[src/rtl/core/gna_pkg.sv]
// ---------------------------------------------------------------------------
// gna_pkg
// Shared widths, constants and the arctangent table of the gradient
// norm and angle stream.
// ---------------------------------------------------------------------------
package gna_pkg;

   localparam int MAX_WIDTH      = 4096;
   localparam int HEIGHT_LIMIT   = 4096;
   localparam int PIXEL_BITS     = 8;
   localparam int NORM_FRAC_BITS = 6;

   localparam int ADDR_W  = $clog2(MAX_WIDTH);
   localparam int POS_W   = 12;
   localparam int SIZE_W  = 13;
   localparam int NORM_W  = 15;
   localparam int ANGLE_W = 16;

   localparam int DIFF_W  = PIXEL_BITS + 1;
   localparam int GRAD_W  = PIXEL_BITS + 2;
   localparam int SQ_W    = 2 * PIXEL_BITS + 1;
   localparam int RAD_W   = SQ_W + 2 * NORM_FRAC_BITS + 1;
   localparam int ROOT_W  = (RAD_W + 1) / 2;

   localparam int CORDIC_STEPS = 20;
   localparam int STEP_W       = $clog2(CORDIC_STEPS);
   localparam int CORDIC_PRE   = 12;
   localparam int CORDIC_W     = GRAD_W + CORDIC_PRE + 4;
   localparam int ACC_W        = 32;

   localparam logic [SIZE_W-1:0] WIDTH_RESET  = SIZE_W'(640);
   localparam logic [SIZE_W-1:0] HEIGHT_RESET = SIZE_W'(480);
   localparam logic [NORM_W-1:0] THRESH_RESET = NORM_W'(334);
   localparam logic [SIZE_W-1:0] SIZE_MIN     = SIZE_W'(2);
   localparam logic [SIZE_W-1:0] WIDTH_MAX    = SIZE_W'(MAX_WIDTH);
   localparam logic [SIZE_W-1:0] HEIGHT_MAX   = SIZE_W'(HEIGHT_LIMIT);

   localparam int CSR_INDEX_W = 2;
   localparam logic [CSR_INDEX_W-1:0] CSR_WIDTH  = 2'd0;
   localparam logic [CSR_INDEX_W-1:0] CSR_HEIGHT = 2'd1;
   localparam logic [CSR_INDEX_W-1:0] CSR_THRESH = 2'd2;
   localparam int CSR_DATA_W = 15;

   // atan(2^-i) scaled so that 2^32 is a full turn
   function automatic logic [ACC_W-1:0] atan_entry(input logic [STEP_W-1:0] idx);
      logic [ACC_W-1:0] val;
      unique case (idx)
         5'd0:  val = 32'd536870912;
         5'd1:  val = 32'd316933406;
         5'd2:  val = 32'd167458907;
         5'd3:  val = 32'd85004756;
         5'd4:  val = 32'd42667331;
         5'd5:  val = 32'd21354465;
         5'd6:  val = 32'd10679838;
         5'd7:  val = 32'd5340245;
         5'd8:  val = 32'd2670163;
         5'd9:  val = 32'd1335087;
         5'd10: val = 32'd667544;
         5'd11: val = 32'd333772;
         5'd12: val = 32'd166886;
         5'd13: val = 32'd83443;
         5'd14: val = 32'd41722;
         5'd15: val = 32'd20861;
         5'd16: val = 32'd10430;
         5'd17: val = 32'd5215;
         5'd18: val = 32'd2608;
         5'd19: val = 32'd1304;
         default: val = '0;
      endcase
      return val;
   endfunction

endpackage

[src/rtl/core/gna_cordic.sv]
// ---------------------------------------------------------------------------
// gna_cordic
// Iterative CORDIC in vectoring mode: binary angle of atan2(gx, -gy).
// ---------------------------------------------------------------------------
module gna_cordic (
   input  logic                               clock,
   input  logic                               reset,
   input  logic                               start,
   input  logic signed [gna_pkg::GRAD_W-1:0]  gx,
   input  logic signed [gna_pkg::GRAD_W-1:0]  gy,
   output logic                               done,
   output logic [gna_pkg::ANGLE_W-1:0]        angle
);

   localparam int CW = gna_pkg::CORDIC_W;
   localparam int AW = gna_pkg::ACC_W;

   logic signed [CW-1:0] x_ff, x_in, y_ff, y_in;
   logic        [AW-1:0] acc_ff, acc_in;
   logic [gna_pkg::STEP_W-1:0] step_ff, step_in;
   logic busy_ff, busy_in, done_ff, done_in;
   logic signed [CW-1:0] x0, y0, xs, ys;
   logic [AW-1:0] rounded;

   always_comb begin
      x_in    = x_ff;
      y_in    = y_ff;
      acc_in  = acc_ff;
      step_in = step_ff;
      busy_in = busy_ff;
      done_in = 1'b0;
      x0 = -(CW'(gy) <<< gna_pkg::CORDIC_PRE);
      y0 = CW'(gx) <<< gna_pkg::CORDIC_PRE;
      xs = x_ff >>> step_ff;
      ys = y_ff >>> step_ff;
      if (start) begin
         busy_in = 1'b1;
         step_in = '0;
         // fold the left half plane onto the right one
         if (x0 < 0) begin
            x_in   = -x0;
            y_in   = -y0;
            acc_in = AW'(1) << (AW - 1);
         end else begin
            x_in   = x0;
            y_in   = y0;
            acc_in = '0;
         end
      end else if (busy_ff) begin
         if (y_ff > 0) begin
            x_in   = x_ff + ys;
            y_in   = y_ff - xs;
            acc_in = acc_ff + gna_pkg::atan_entry(step_ff);
         end else begin
            x_in   = x_ff - ys;
            y_in   = y_ff + xs;
            acc_in = acc_ff - gna_pkg::atan_entry(step_ff);
         end
         step_in = step_ff + 1'b1;
         if (step_ff == gna_pkg::STEP_W'(gna_pkg::CORDIC_STEPS - 1)) begin
            busy_in = 1'b0;
            done_in = 1'b1;
         end
      end
   end

   always_ff @(posedge clock) begin
      if (reset) begin
         busy_ff <= 1'b0;
         done_ff <= 1'b0;
      end else begin
         busy_ff <= busy_in;
         done_ff <= done_in;
      end
      x_ff    <= x_in;
      y_ff    <= y_in;
      acc_ff  <= acc_in;
      step_ff <= step_in;
   end

   assign rounded = acc_ff + AW'(32'h8000);
   assign done    = done_ff;
   assign angle   = rounded[AW-1:AW-gna_pkg::ANGLE_W];

endmodule

[config.mk]
export PLATFORM = sky130hd
export DESIGN_NAME = gna_cordic
export DESIGN_NICKNAME = d
export VERILOG_FILES = /design/src/rtl/core/gna_pkg.sv /design/src/rtl/core/gna_cordic.sv
export SDC_FILE = /design/constraint.sdc
export NUM_CORES = 1
export LEC_CHECK = 0
export BUFFER_PORTS_ARGS = -buffer_cell sky130_fd_sc_hd__buf_2
export CELL_PAD_IN_SITES_DETAIL_PLACEMENT = 0
export CELL_PAD_IN_SITES_GLOBAL_PLACEMENT = 1
export CORE_UTILIZATION = 50
export DETAILED_ROUTE_END_ITERATION = 10
export GPL_TIMING_DRIVEN = 1
export PLACE_DENSITY = 0.92
export SLEW_MARGIN = 0
export SYNTH_ARGS = -nofsm -noshare
export SYNTH_HDL_FRONTEND = slang
export SYNTH_SLANG_ARGS = --single-unit
[constraint.sdc]
create_clock -name clock -period 6.6 [get_ports clock]
set_input_delay 0.99 -clock clock [delete_from_list [all_inputs] [get_ports clock]]
set_output_delay 0.99 -clock clock [all_outputs]
set_load 0.005 [all_outputs]
==> run metrics <==
critical path launch point type=flop; initial cell density of the core=51.3%; CP peak stage delay=0.66 ns; io pins=40; critical path class=flop to flop; Post-synth EDFFs=84; clk_lat worst skew=0.44 ns; Hold-fix buffers, CTS=0; largest net degree at the start of global routing=between 50 and 60; Vias=13425; CP dominant cell by count=a211oi_1; initial antenna violation count=0; Setup crit end=x_ff[24]; CTS tree=built; IO buf count=39; placed wire-length estimate=31700 microns; Final ANT Viol Nets=0; post-CTS setup buffers=0; CTS Buffer Depth=2; Placer Congestion=a little over 1; vias in the first global route=approximately 13000; final wirelength=between 40000 and 50000 microns; CTS sink cnt=121; max-slew violation count=0; Min-Delay Path Class=flop to flop; R2R setup slack=0.50 ns; GRT Total Usage=29.4%; drt first pass iters=6; number of library cell types mapped by synthesis=80; CTS Buf Count=17; Die X=172 microns; relative slew slack=about two fifths; number of diodes=0; ys async rst share=0%; Final Skew=0.0178 ns; CP startpoint=step_ff[1]; Mapped Avg Cell Area=8.49 sq um; Area Growth Syn to Fin=7.96%; maxcap violations=0; post-route cell area=15600 sq um; Die H=172 microns; DR WL/cell=20.3 microns; unrepaired setup endpoints after global routing=false; Vias/cell=6.44; reg-to-reg critical path startpoint=step_ff[1]; WHS Path Cells=2; CP required=between 6 and 7 ns; Clock Tree Root=clkbuf_16; Synth Flop Type=edfxtp_1; Iteration-0 DRC Markers=around 1400; commonest non-fill, non-tap cell in the layout=nor2_1; Seq/Total Area, Yosys=between 20 and 25%; Synth Warn #=0; CP endpoint kind=flop; CTS clk-pin slew, worst paths=0.07 ns; worst r2r dst=x_ff[24]; grt total ovfl=0; post-synthesis cell area=between 10000 and 15000 sq um; status=completed; first-pass GRT wire length=67900 microns; reg2reg path depth=20; share of cells above drive strength 1=about an eighth; Final Critical Period=6.10 ns; most frequent cells in the layout=171 x nor2_1, 157 x nand2_1, 137 x a21oi_1, 97 x ha_1, 96 x xnor2_1; Placed Instance Area=15000 sq um; Max Clk Rate=~160 MHz; Core Area=around 28000 sq um; crit path max fanout=34; final setup TNS=0 ns; WP data arrival=6.27 ns; Synth Instances=1697; worst slew pin tran=0.923 ns; final hold viol count=0; period utilization=92.4%; crit-path cells=buf_4 -> mux4_2 -> mux2i_1 -> nor3_1 -> a211oi_1 -> ha_1 -> inv_1 -> nor4_1 -> nor2_1 -> xor2_1 -> ha_1 -> nand3_1 -> a211oi_1 -> o31ai_1 -> a211oi_1 -> nor3_1 -> o41ai_1 -> a21oi_1 -> xor2_1 -> o21ai_0; CP max stage cell=dfxtp_4; DR DRC count=0; post_cts resized=0; Die Area=just under 30000 sq um; Post-Syn Nets=1820; CTS H-tree lvls=4; row cnt=61; synthesized flop and latch total=121; Hold Startpoint=busy_ff; # setup viols final=0; fin nets=roughly 1800
metrics by stage:
step	utilization (%)	hold slack, ns	std cells	worst slack, ns
floorplan	-	0.637	1697	0.747
global placement	53.3	0.601	2053	0.646
detailed placement	53.3	0.611	2053	0.530
CTS	55.4	0.620	2085	0.497
global route	55.4	0.677	2085	0.0481
finish	55.4	0.618	2085	0.499
Yosys cell counts, drive strengths merged, types with 15 or more instances:
| cell | count | area [sq um] |
|---|---|---|
| a21o | 43 | 323 |
| mux2 | 33 | 372 |
| edfxtp | 84 | 2520 |
| mux2i | 31 | 310 |
| and3 | 16 | 100 |
| mux4 | 64 | 1440 |
| inv | 52 | 195 |
| nand3 | 37 | 185 |
| dfxtp | 37 | 741 |
| o31ai | 21 | 158 |
| nor3 | 42 | 210 |
| buf | 38 | 188 |
| ha | 97 | 1210 |
| nor2b | 22 | 138 |
| o21ai | 107 | 536 |
| a21oi | 137 | 686 |
| a31oi | 20 | 125 |
| nor4 | 19 | 134 |
| a211oi | 15 | 113 |
| o21a | 15 | 113 |
| xor2 | 78 | 683 |
| xnor2 | 96 | 841 |
| nor2 | 172 | 646 |
| clkbuf | 56 | 210 |
| nand2 | 157 | 589 |
worst min-delay path by stage:
stage               endpoint  slack [ns]
floorplan               done        0.64
global placement     busy_ff        0.60
detailed placement   busy_ff        0.61
CTS                  busy_ff        0.62
global route         busy_ff        0.68
finish               busy_ff        0.62
routing by layer:
metal	part of all wire, %	GRT usage (%)
met5	0	0
met4	2.9	10.5
met3	9.0	5.94
met2	46	47.4
met1	42	38.9
cell families (layout without fill, tap and decap cells):
family | count (synthesis) | count (layout) | share of synthesized area, %
flip-flops | 121 | 121 | 22.6
AND/OR/NAND/NOR | 555 | 555 | 18.2
buffers and inverters | 146 | 156 | 4.12
AO/OA/AOI/OAI | 473 | 473 | 20.9
XOR/XNOR | 174 | 174 | 10.6
multiplexers | 128 | 128 | 14.7
adder cells (fa/ha/maj) | 100 | 100 | 8.84
critical path, delay by kind of cell, from the launching register on:
kind	cells	cell delay, ns
simple gates	5	0.90
mux	2	0.71
flops	1	0.66
fa+ha+maj	2	0.61
buf+inv	2	0.37
compound gates	7	2.20
xor+xnor	2	0.37
cell type report:
cell class                      count  area [sq um]
Tap cell                          378           473
Fill cell                        2674         12500
Timing Repair Buffer               72           458
Clock buffer                       19           475
Sequential cell                   121          3270
Multi-Input combinational cell   1430         10600
Inverter                           52           195
Clock inverter                     13           119
Power is not shown: default switching activity piles up to over one toggle a cycle in this logic, so the estimate is an artifact.
