==> src/rtl/core/gna_pkg.sv <==
// ---------------------------------------------------------------------------
// gna_pkg
// Shared widths, constants and the arctangent table of the gradient
// norm and angle stream.
// ---------------------------------------------------------------------------
package gna_pkg;

   localparam int MAX_WIDTH      = 4096;
   localparam int HEIGHT_LIMIT   = 4096;
   localparam int PIXEL_BITS     = 8;
   localparam int NORM_FRAC_BITS = 6;

   localparam int ADDR_W  = $clog2(MAX_WIDTH);
   localparam int POS_W   = 12;
   localparam int SIZE_W  = 13;
   localparam int NORM_W  = 15;
   localparam int ANGLE_W = 16;

   localparam int DIFF_W  = PIXEL_BITS + 1;
   localparam int GRAD_W  = PIXEL_BITS + 2;
   localparam int SQ_W    = 2 * PIXEL_BITS + 1;
   localparam int RAD_W   = SQ_W + 2 * NORM_FRAC_BITS + 1;
   localparam int ROOT_W  = (RAD_W + 1) / 2;

   localparam int CORDIC_STEPS = 20;
   localparam int STEP_W       = $clog2(CORDIC_STEPS);
   localparam int CORDIC_PRE   = 12;
   localparam int CORDIC_W     = GRAD_W + CORDIC_PRE + 4;
   localparam int ACC_W        = 32;

   localparam logic [SIZE_W-1:0] WIDTH_RESET  = SIZE_W'(640);
   localparam logic [SIZE_W-1:0] HEIGHT_RESET = SIZE_W'(480);
   localparam logic [NORM_W-1:0] THRESH_RESET = NORM_W'(334);
   localparam logic [SIZE_W-1:0] SIZE_MIN     = SIZE_W'(2);
   localparam logic [SIZE_W-1:0] WIDTH_MAX    = SIZE_W'(MAX_WIDTH);
   localparam logic [SIZE_W-1:0] HEIGHT_MAX   = SIZE_W'(HEIGHT_LIMIT);

   localparam int CSR_INDEX_W = 2;
   localparam logic [CSR_INDEX_W-1:0] CSR_WIDTH  = 2'd0;
   localparam logic [CSR_INDEX_W-1:0] CSR_HEIGHT = 2'd1;
   localparam logic [CSR_INDEX_W-1:0] CSR_THRESH = 2'd2;
   localparam int CSR_DATA_W = 15;

   // atan(2^-i) scaled so that 2^32 is a full turn
   function automatic logic [ACC_W-1:0] atan_entry(input logic [STEP_W-1:0] idx);
      logic [ACC_W-1:0] val;
      unique case (idx)
         5'd0:  val = 32'd536870912;
         5'd1:  val = 32'd316933406;
         5'd2:  val = 32'd167458907;
         5'd3:  val = 32'd85004756;
         5'd4:  val = 32'd42667331;
         5'd5:  val = 32'd21354465;
         5'd6:  val = 32'd10679838;
         5'd7:  val = 32'd5340245;
         5'd8:  val = 32'd2670163;
         5'd9:  val = 32'd1335087;
         5'd10: val = 32'd667544;
         5'd11: val = 32'd333772;
         5'd12: val = 32'd166886;
         5'd13: val = 32'd83443;
         5'd14: val = 32'd41722;
         5'd15: val = 32'd20861;
         5'd16: val = 32'd10430;
         5'd17: val = 32'd5215;
         5'd18: val = 32'd2608;
         5'd19: val = 32'd1304;
         default: val = '0;
      endcase
      return val;
   endfunction

endpackage

==> src/rtl/core/gna_sqrt.sv <==
// ---------------------------------------------------------------------------
// gna_sqrt
// Iterative integer square root, one result bit per cycle.
// ---------------------------------------------------------------------------
module gna_sqrt (
   input  logic                       clock,
   input  logic                       reset,
   input  logic                       start,
   input  logic [gna_pkg::RAD_W-1:0]  radicand,
   output logic                       done,
   output logic [gna_pkg::ROOT_W-1:0] root
);

   localparam int W = gna_pkg::RAD_W;

   logic [W-1:0] rem_ff, rem_in;
   logic [W-1:0] res_ff, res_in;
   logic [W-1:0] bit_ff, bit_in;
   logic         busy_ff, busy_in;
   logic         done_ff, done_in;
   logic [W:0]   trial;

   always_comb begin
      rem_in  = rem_ff;
      res_in  = res_ff;
      bit_in  = bit_ff;
      busy_in = busy_ff;
      done_in = 1'b0;
      trial   = {1'b0, res_ff} + {1'b0, bit_ff};
      if (start) begin
         rem_in  = radicand;
         res_in  = '0;
         bit_in  = W'(1) << (2 * (gna_pkg::ROOT_W - 1));
         busy_in = 1'b1;
      end else if (busy_ff) begin
         if ({1'b0, rem_ff} >= trial) begin
            rem_in = rem_ff - trial[W-1:0];
            res_in = (res_ff >> 1) + bit_ff;
         end else begin
            res_in = res_ff >> 1;
         end
         bit_in = bit_ff >> 2;
         if (bit_ff[0]) begin
            busy_in = 1'b0;
            done_in = 1'b1;
         end
      end
   end

   always_ff @(posedge clock) begin
      if (reset) begin
         busy_ff <= 1'b0;
         done_ff <= 1'b0;
      end else begin
         busy_ff <= busy_in;
         done_ff <= done_in;
      end
      rem_ff <= rem_in;
      res_ff <= res_in;
      bit_ff <= bit_in;
   end

   assign done = done_ff;
   assign root = res_ff[gna_pkg::ROOT_W-1:0];

endmodule

==> config.mk <==
export PLATFORM = sky130hd
export DESIGN_NAME = gna_sqrt
export DESIGN_NICKNAME = d
export VERILOG_FILES = /design/src/rtl/core/gna_pkg.sv /design/src/rtl/core/gna_sqrt.sv
export SDC_FILE = /design/constraint.sdc
export NUM_CORES = 1
export LEC_CHECK = 0
export BUFFER_PORTS_ARGS = -buffer_cell sky130_fd_sc_hd__buf_4
export CELL_PAD_IN_SITES_DETAIL_PLACEMENT = 0
export CELL_PAD_IN_SITES_GLOBAL_PLACEMENT = 1
export CORE_ASPECT_RATIO = 0.5
export CORE_MARGIN = 2
export CORE_UTILIZATION = 50
export DETAILED_ROUTE_END_ITERATION = 10
export PLACE_DENSITY = 0.92
export SETUP_SLACK_MARGIN = 0.1
export SYNTH_ARGS = -nofsm -noshare
export SYNTH_HDL_FRONTEND = slang
export SYNTH_SLANG_ARGS = --single-unit
==> constraint.sdc <==
create_clock -name clock -period 8.57 [get_ports clock]
set_input_delay 1.2855 -clock clock [delete_from_list [all_inputs] [get_ports clock]]
set_output_delay 1.2855 -clock clock [all_outputs]
set_load 0.005 [all_outputs]
==> results by group <==
Layout
  – Most frequent cells in the layout: nand2_1 (90), nor2_1 (86), ha_1 (62), o21ai_0 (58), buf_4 (52)
  – Area growth from synthesis to layout: 9.26%
  – Final antenna diode count: 0
  – Share of post-route cells with drive strength above 1: between 10% and 20%
  – Nets: around 920
  – Commonest non-fill, non-tap cell in the layout: nand2_1
  – Multi-input gate area: ~4500 um^2
  – Register area: 1840 um^2
  – # fillers: 1223

GRT
  – Total Routing Usage GR: approximately 24%
  – Largest net degree at the start of global routing: 70
  – First-pass GRT wire length: between 20 and 30 mm
  – GR Util met2: 34.3%
  – Met1 usage: a little under two fifths
  – Grt peak-use layer: met1
  – Grt ovf: 0
  – Initial antenna violation count: 0
  – Met3 Use GR: under 10%
  – Number of global-route vias before repair: 5344

Timing
  – Slew Limit Headroom: approximately 43%
  – Pins over their slew limit: 0
  – Fmax: approximately 180 MHz
  – Final min period: 5690 ps
  – Fin crit share: between 60% and 70%
  – Clock Skews: about 14 ps
  – Unrepaired setup endpoints after global routing: false
  – Final TNS setup: 0 ps
  – Final Hold Viols: 0
  – Final setup fails: 0
  – Least-Margin Pin Slew: approximately 850 ps

Setup path
  – R2r worst-path depth: 18
  – Crit path from: res_ff[2]
  – Worst EP arrival: around 5700 ps
  – Worst-path cell chain: ha_1 > a31oi_1 > o21bai_1 > a31oi_1 > o31ai_1 > a211oi_1 > nor2_1 > or2_2 > xnor2_1 > ha_1 > and3_1 > nand2_1 > o21ai_0 > a22oi_1 > nand3b_4 > and2_1 > a21o_1 > buf_4
  – CP Max Fanout: 30
  – WP data required: between 8000 and 9000 ps
  – Slowest-stage cell, CP: and2_1
  – CP Launch Type: flip-flop
  – Crit path capture type: flip-flop
  – Critical setup path kind: reg -> reg
  – Slowest cell delay on critical path: approximately 740 ps
  – Worst reg2reg path startpoint: res_ff[2]

Synthesis
  – Post-synth EDFFs: 30
  – Syn. warnings: 0
  – Mean area per synthesized cell: 8.20 um^2
  – Xor and xnor area share after synthesis: slightly below 9%
  – Dominant synthesized flop cell: dfxtp_1
  – Net Count, Synth: ~910
  – Synth area leader: dfxtp_1
  – Post-synthesis compound-gate area fraction: a little under a quarter
  – Netlist cell types: 64
  – Adder-cell area share of the yosys netlist: about an eighth
  – Post-Synthesis Cell Area: around 6700 um^2
  – Synth Register Bits: between 70 and 80
  – Synth Area in Simple Gates: about 19%
  – Share of the synthesized area in the top cell type: ~14%
  – Register area share after synthesis: ~28%
  – Multiplexer share of the synthesized area: ~4.9%
  – Post-synth ARST share: 0%
  – Main combinational cell family by area after synthesis: compound AO/OA/AOI/OAI gates
  – Top cells by area, synth: dfxtp_1 (14%), edfxtp_1 (14%), ha_1 (12%), xor2_1 (5.5%), nand2_1 (5.1%)
  – Cells after Synth: approximately 810

Floorplanning
  – Initial core utilization: 51.9%
  – Core footprint: about 13000 um^2
  – Die W: 167 um
  – Area of the die: 14300 um^2
  – Die H: 85.6 um
  – # rows: 29
  – Number of I/O pins: 49

Worst hold path
  – Hold crit path type: reg -> reg
  – Hold path cells: 2
  – HP Start: bit_ff[0]

Outcome
  – Failing checks: design-rule violations
  – Status: complete, but fails checks

Clock network
  – H-tree levels: 3
  – # resized after CTS: 0
  – CTS clk-pin slew, worst paths: about 60 ps
  – CTS tree: built
  – CTS max path bufs: 2
  – Skew-Pair Late Insertion Delay: approximately 350 ps
  – Hold_buf cts: 0
  – Clock sinks: 77
  – Root Driver: clkbuf_16
  – Setup bufs post-CTS: 0
  – Number of clock buffers inserted by TritonCTS: 9

Route
  – Vias per inst: about 6.0
  – WL/cell: 17.3 um
  – Initial DRC Count: 428
  – Total length of routed wires: 17.2 mm
  – Antenna Violating Nets Remaining: 0
  – 1st-pass router iterations: 8
  – Via Count: approximately 6000
  – DRC violations left: 1

Pwr
  – Max VDD drop: between 150 and 200 uV
  – Final Total Pwr: roughly 2.0 mW
  – Leak: 2.94 nW
  – Power Dens Cells: roughly 280 nW/um^2

Placement
  – Port Buffers: between 40 and 50
  – Routability cong.: 0.915
  – Final HPWL DP: between 10 and 15 mm

Job
  – Max Cap Viol: 0
kinds of logic (layout without fill, tap and decap cells):
kind of cell	after synthesis	after routing
buffers and inverters	69	85
AND/OR/NAND/NOR	268	268
multiplexers	32	32
flip-flops	77	77
adder cells (fa/ha/maj)	63	63
AO/OA/AOI/OAI	237	237
XOR/XNOR	66	66
power breakdown:
part / internal, mW / switching [mW] / leakage, nW
combinational: 0.458 / 0.656 / 2.11
sequential: 0.494 / 0.0731 / 0.686
clock: 0.206 / 0.162 / 0.143
total: 1.16 / 0.891 / 2.94
synthesized netlist by cell type, types with 14 or more instances:
master / n
a211oi_1: 18
a21o_1: 14
a21oi_1: 43
a31oi_1: 20
buf_4: 15
clkbuf_1: 29
dfxtp_1: 47
edfxtp_1: 30
ha_1: 62
inv_1: 16
mux2i_1: 27
nand2_1: 90
nand3_1: 22
nor2_1: 86
o21ai_0: 58
xnor2_1: 24
xor2_1: 42
worst max-delay path, delay by kind of cell, from the launching register on:
kind | cells | cell delay [ps]
AOI/OAI and AO/OA | 8 | 1950
and+or+nand+nor | 6 | 1750
adders and majority gates | 2 | 680
DFF | 1 | 410
buffers and inverters | 1 | 370
xor gates and xnor gates | 1 | 140
state kept, by name (all words and copies together), names as in the netlist:
signal	flops
rem_ff	30
res_ff	30
bit_ff	15
busy_ff	1
done	1
layout make-up:
type / count / share of cell area (%)
repair buffers: 52 / 5.36
clock buffers: 11 / 3.35
flip-flops and latches: 77 / 25.3
inverters: 17 / 0.877
well taps: 170 / 2.92
multi-input cells: 666 / 61.7
clock inverters: 5 / 0.464
layer usage:
layer | share of wire, % | vias to the layer above
li1 | - | 3009
met1 | 52 | 2791
met2 | 39 | 209
met3 | 7.9 | 16
met4 | 0.98 | 0
met5 | 0 | -
through the flow:
| step | util (%) | instance area (um^2) | setup slack (ps) | hold slack [ps] | cells |
|---|---|---|---|---|---|
| finish | 56.7 | 7280 | 2880 | 504 | 998 |
| global placement | 54.5 | 7000 | 3030 | 497 | 982 |
| detailed placement | 54.5 | 7000 | 2900 | 512 | 982 |
| global route | 56.7 | 7280 | 2480 | 547 | 998 |
| CTS | 56.7 | 7280 | 2880 | 512 | 998 |
| floorplan | - | 6660 | 3540 | 465 | 812 |
final timing paths:
check,endpoint,slack [ps]
max,rem_ff[1],2880
min,done,500
max reg2reg,rem_ff[1],2880
min reg2reg,done,500
Note: power is estimated with default switching activity, not from simulation.
